[config.mk]
export PLATFORM = sky130hd
export DESIGN_NAME = mip_ctrl
export DESIGN_NICKNAME = d
export VERILOG_FILES = /design/src/design/mip_pkg.sv /design/src/design/mip_ctrl.sv
export SDC_FILE = /design/constraint.sdc
export NUM_CORES = 1
export LEC_CHECK = 0
export BUFFER_PORTS_ARGS = -buffer_cell sky130_fd_sc_hd__buf_4
export CORE_AREA = 2 2 39 41
export DETAILED_ROUTE_END_ITERATION = 7
export DIE_AREA = 0 0 41 43
export HOLD_SLACK_MARGIN = 0.06
export MAX_ROUTING_LAYER = met4
export PLACE_DENSITY = 0.67
export SETUP_SLACK_MARGIN = 0.1
export SYNTH_ARGS = -nofsm -noshare
export SYNTH_HDL_FRONTEND = slang
export SYNTH_SLANG_ARGS = --single-unit
export TNS_END_PERCENT = 100
[constraint.sdc]
create_clock -name i_clk -period 1.6 [get_ports i_clk]
set_input_delay 0.48 -clock i_clk [delete_from_list [all_inputs] [get_ports i_clk]]
set_output_delay 0.48 -clock i_clk [all_outputs]
set_load 0.005 [all_outputs]
[src/design/mip_pkg.sv]
// Package for the minimum-insertion palindrome block.
// Holds the word types of both channels and the controller/datapath command and status structs.
// No dependencies.
package mip_pkg;

    localparam int LETTER_W = 8;
    localparam int COST_W   = 5;

    // One input word: a letter and its end-of-word mark.
    typedef struct packed {
        logic [LETTER_W-1:0] letter;
        logic                end_of_word;
    } t_in_word;

    // One output word: a palindrome letter with the insertion count and flags.
    typedef struct packed {
        logic [LETTER_W-1:0] out_letter;
        logic [COST_W-1:0]   insertions;
        logic                final_letter;
        logic                too_long;
    } t_out_word;

    // Commands from the controller to the datapath.
    typedef struct packed {
        logic store;
        logic fill_init;
        logic fill_b;
        logic fill_c;
        logic walk_init;
        logic walk;
        logic walk_step;
        logic pop_out;
        logic ovf_out;
        logic clear;
    } t_cmd;

    // Status from the datapath to the controller.
    typedef struct packed {
        logic out_free;
        logic ovf_next;
        logic len_one;
        logic fill_last;
        logic walk_done;
        logic walk_final;
        logic pop_final;
    } t_stat;

endpackage

[src/design/mip_ctrl.sv]
// Controller of the minimum-insertion palindrome block: sequences letter
// collection, span fill, rebuild walk and mirror pop. Uses mip_pkg.
module mip_ctrl (
    input  logic           i_clk,
    input  logic           i_rst_n,
    input  logic           i_in_valid,
    input  logic           i_in_last,
    input  mip_pkg::t_stat i_stat,
    output logic           o_in_stall,
    output mip_pkg::t_cmd  o_cmd
);

    typedef enum logic [3:0] {
        S_COLLECT,
        S_OVF,
        S_FILL_INIT,
        S_FILL_A,
        S_FILL_B,
        S_FILL_C,
        S_WALK_INIT,
        S_WALK_RD,
        S_WALK_STEP,
        S_POP_RD,
        S_POP_OUT
    } t_state;

    t_state r_state, n_state;

    // Next state and commands.
    always_comb begin
        n_state    = r_state;
        o_cmd      = '0;
        o_in_stall = 1'b1;
        case (r_state)
            S_COLLECT: begin
                o_in_stall = 1'b0;
                if (i_in_valid) begin
                    o_cmd.store = 1'b1;
                    if (i_in_last) begin
                        n_state = i_stat.ovf_next ? S_OVF : S_FILL_INIT;
                    end
                end
            end
            S_OVF: begin
                if (i_stat.out_free) begin
                    o_cmd.ovf_out = 1'b1;
                    o_cmd.clear   = 1'b1;
                    n_state       = S_COLLECT;
                end
            end
            S_FILL_INIT: begin
                o_cmd.fill_init = 1'b1;
                n_state = i_stat.len_one ? S_WALK_INIT : S_FILL_A;
            end
            S_FILL_A: begin
                n_state = S_FILL_B;
            end
            S_FILL_B: begin
                o_cmd.fill_b = 1'b1;
                n_state      = S_FILL_C;
            end
            S_FILL_C: begin
                o_cmd.fill_c = 1'b1;
                n_state = i_stat.fill_last ? S_WALK_INIT : S_FILL_A;
            end
            S_WALK_INIT: begin
                o_cmd.walk_init = 1'b1;
                n_state         = S_WALK_RD;
            end
            S_WALK_RD: begin
                o_cmd.walk = 1'b1;
                n_state    = S_WALK_STEP;
            end
            S_WALK_STEP: begin
                o_cmd.walk = 1'b1;
                if (i_stat.out_free) begin
                    o_cmd.walk_step = 1'b1;
                    if (i_stat.walk_final) begin
                        o_cmd.clear = 1'b1;
                        n_state     = S_COLLECT;
                    end else if (i_stat.walk_done) begin
                        n_state = S_POP_RD;
                    end else begin
                        n_state = S_WALK_RD;
                    end
                end
            end
            S_POP_RD: begin
                n_state = S_POP_OUT;
            end
            S_POP_OUT: begin
                if (i_stat.out_free) begin
                    o_cmd.pop_out = 1'b1;
                    if (i_stat.pop_final) begin
                        o_cmd.clear = 1'b1;
                        n_state     = S_COLLECT;
                    end else begin
                        n_state = S_POP_RD;
                    end
                end
            end
            default: begin
                n_state = S_COLLECT;
            end
        endcase
    end

    // State register.
    always_ff @(posedge i_clk) begin
        if (!i_rst_n) begin
            r_state <= S_COLLECT;
        end else begin
            r_state <= n_state;
        end
    end

endmodule

# == After elaboration in Yosys (flattened, before gate mapping) ==
# Cells that the tools add are included.
# classes
n_addsub,0
mul,0
div_mod_pow,0
n_lt_le_gt_ge,0
eq_ne,15
n_shift,0
muxes,30
bitwise_logic,0
reduce_logical,3
# ops
op,n
4-bit one-hot mux with 11 select lines,1
4-bit 2-to-1 mux,8
"4-bit by 3-bit equality test with 1-bit output, second input constant",4
1-bit 2-to-1 mux,16
"4-bit equality test, second input constant",3
"2-bit inequality test, second input constant",5
"4-bit by 2-bit equality test with 1-bit output, second input constant",2
3-bit 2-to-1 mux,2
5-bit AND reduction,1
"4-bit by 1-bit equality test with 1-bit output, second input constant",1
4-bit logical NOT,1
2-bit 2-to-1 mux,2
1-bit one-hot mux with 3 select lines,1
2-bit OR reduction,1
# word_totals
reg_bits,4
latch_bits,0
ramBits,0
mem_bits_ro,0
output_inout_bits,11
word_cells,49
n_memories,0

# == Longest topological paths before layout ==
# logic_depth
depth_word,4
depth_mapped,5
depth_no_buf,4

# == Worst setup path before layout ==
# Ideal clock, no wire load.
# synth_path
path_type,reg-to-output
start,register r_state[3]
end,output port o_cmd[0] in the netlist's numbering
arrival_ns,0.980
t_required_ns,1.120
slack_ns,0.140
path_stages_with_launch,6
n_path_buf,1
cell_sequence,dfxtp_1 -> buf_6 -> and2b_4 -> a21oi_1 -> o21ai_1 -> and3b_1
# synth_lines
element,line_no,text
start: declaration,mip_ctrl.sv:27,"t_state r_state, n_state;"
start signal: assignment,mip_ctrl.sv:113,r_state <= n_state;
end: declaration,mip_ctrl.sv:10,output mip_pkg::t_cmd o_cmd

==> flow_metrics.tcl <==
set metrics [dict create \
    outcome "complete, but fails checks" \
    violations "setup timing" \
    ios 22 \
    synth_nets 82 \
    syn_to_final_growth_pct 61.8 \
    place_congestion 0.845 \
    period_minus_slack_ns 1.75 \
    top_regs "r_state x4" \
    die_y_um 43 \
    cts_tree "done" \
    synth_cells 71 \
    cts.hold.buffers_added 0 \
    cts_buffers 3 \
    final_hold_viol_count 0 \
    worst_clock_skew_ns 0.00287 \
    worstPathArrival_ns 1.27 \
    fmax_ghz 0.570 \
    critPathLaunchType "flip-flop" \
    wl_met2_um 829 \
    final_common_cell "buf_4" \
    synth_enable_flop_cells 0 \
    crit_required_ns 1.12 \
    crit_buf_inv 1 \
    row_count 14 \
    synth-seq-cells 4 \
    antenna_found_initial 0 \
    end_kind "output port" \
    io_buffers 21 \
    core_area_mm2 0.00138 \
    routed_wl_um 1580 \
    wl_met3_um 54 \
    drcViolationCount 0 \
    dr.first_iter.drc_count 10 \
    post-route-util_pct 60.1 \
    ys.warnings.count 0 \
    top_register "r_state" \
    final_nets 115 \
    rsz0062_at_grt "true" \
    worstMarginPinSlew_ns 0.273 \
    hold_path_class "in2reg" \
    seq_area_frac_synth_pct 15.6 \
    cp_slowest_cell "dfxtp_2" \
    fillers 131 \
    drv_cap 0 \
    grt-ovfl-total 0 \
    syn_area_um2 514 \
    finalCritPeriodShare_pct 110 \
    vdd_drop_max_uv 252 \
    vias 642 \
    hpwl_um 1160 \
    post_drt_via_cell_ratio 5.44 \
    power_density_mw_per_mm2 423 \
    root_buffer "clkbuf_4" \
    wl_met1_um 691 \
    layout-drive-gt1-share_pct 53.9 \
    synth_flop_cell "dfxtp_1" \
    n_antenna_cell 0 \
    p_leak_uw 0.000382 \
    worstPathCellList "and2b_4 -> a21oi_2 -> o21ai_1 -> and3b_1 -> buf_4" \
    grt_pass1_wl_um 2590 \
    ant_nets 0 \
    crit_path_max_fanout 4 \
    clkSinkCount 4 \
    grt_max_degree 14 \
    dr.pass1.iters 4 \
    top_layer "met4" \
    crit_type "reg2out" \
    drv_slew 0 \
    h-tree-depth 1 \
    grt_usage_pct 21.4 \
    clock_latency_ns 0.23 \
    async_flop_share_pct 0 \
    max_slew_margin_pct 81.7 \
    syn_area_per_cell_um2 7.24 \
    fin_tns_setup_ns -0.451 \
    layout_common_cells "31 x buf_4, 6 x nand2_1, 5 x and3_1" \
    start_util_pct 37.2 \
    max_stage_delay_ns 0.33 \
    largest_reg_flops 4 \
    setup_viol 7 \
    ys_types 31 \
    clk_pin_slew_worst_paths_ns 0.04 \
    setup_slack_ns -0.153 \
    clockBufferDepth 2 \
    dieArea_mm2 0.00176 \
    wl_per_cell_um 13.4 \
    critical_path.top_delay_family "simple AND/OR/NAND/NOR gates" \
    die_x_um 41 \
    grt_pass1_vias 625 \
]
cell usage after synthesis (2+ instances only):
cell type,instances,area share [%]
nor2b_1,3,3.7
buf_6,2,4.4
and3_1,5,6.1
and3b_1,2,3.4
o211ai_1,2,2.9
o21ai_0,3,2.9
o21ai_1,4,3.9
nor2_1,6,4.4
dfxtp_1,4,16
nand2b_1,3,3.7
buf_2,3,2.9
a21oi_1,4,3.9
nand2_1,8,5.8
nand3b_1,2,2.9
nand3_1,4,3.9
final timing paths:
check | start | to | slack (ns) | depth (start not counted)
setup reg to reg | r_state[1] | r_state[1] | 0.24 | 6
hold / removal | i_rst_n | r_state[3] | 0.52 | 3
hold reg to reg | r_state[0] | r_state[3] | 0.72 | 3
setup / recovery | r_state[0] | o_cmd[0] | -0.15 | 5
power breakdown:
| group | total [µW] | internal (µW) | switching, µW |
|---|---|---|---|
| Sequential | 108 | 103 | 5.52 |
| Combinational | 117 | 63.9 | 53.4 |
| Clock | 126 | 84.0 | 42.2 |
| Total | 352 | 251 | 101 |
worst register-to-register path, delay by kind of cell, from the launching register on:
kind / cells / cell delay (ns)
and+or+nand+nor: 1 / 0.19
DFF: 1 / 0.37
AOI/OAI and AO/OA: 3 / 0.41
buffers and inverters: 2 / 0.26
layout make-up:
| class | count | area [µm²] | share of cell area [%] |
|---|---|---|---|
| inverter | 1 | 6.26 | 0.752 |
| multi-input combinational | 61 | 440 | 52.9 |
| tap | 16 | 20.0 | 2.41 |
| timing repair buffer | 33 | 255 | 30.7 |
| clock buffer | 3 | 22.5 | 2.71 |
| sequential | 4 | 87.6 | 10.5 |
cell families (layout without fill, tap and decap cells):
family,after synthesis,count (layout),synth area share [%]
buf+inv,6,37,8.52
compound gates,19,19,25.3
flops,4,4,15.6
mux,1,1,1.95
simple gates,41,41,48.7
per-layer routing:
metal,vias to the layer above,track usage [%]
li1,325,-
met1,295,25.8
met2,20,36.3
met3,2,1.57
met4,0,6.00
met5,-,-
stage by stage:
stage	total power (µW)	setup slack (ns)	instance area (µm²)	std cells	hold slack [ns]
after floorplan	163	0.140	514	71	0.601
after global placement	216	0.0118	729	113	0.705
after detailed placement	217	-0.000717	729	113	0.697
after CTS	349	-0.152	810	117	0.519
after global routing	369	-0.224	832	118	0.556
final	352	-0.153	832	118	0.521
repair_timing:
action | CTS | global route
resized for setup | 15 | 4
hold endpoints to repair | 0 | 0
setup buffers | 1 | 2
endpoints found under the setup margin | 14 | 11
pin swaps | 2 | 3
No activity file was read; power rests on OpenSTA's default activity.
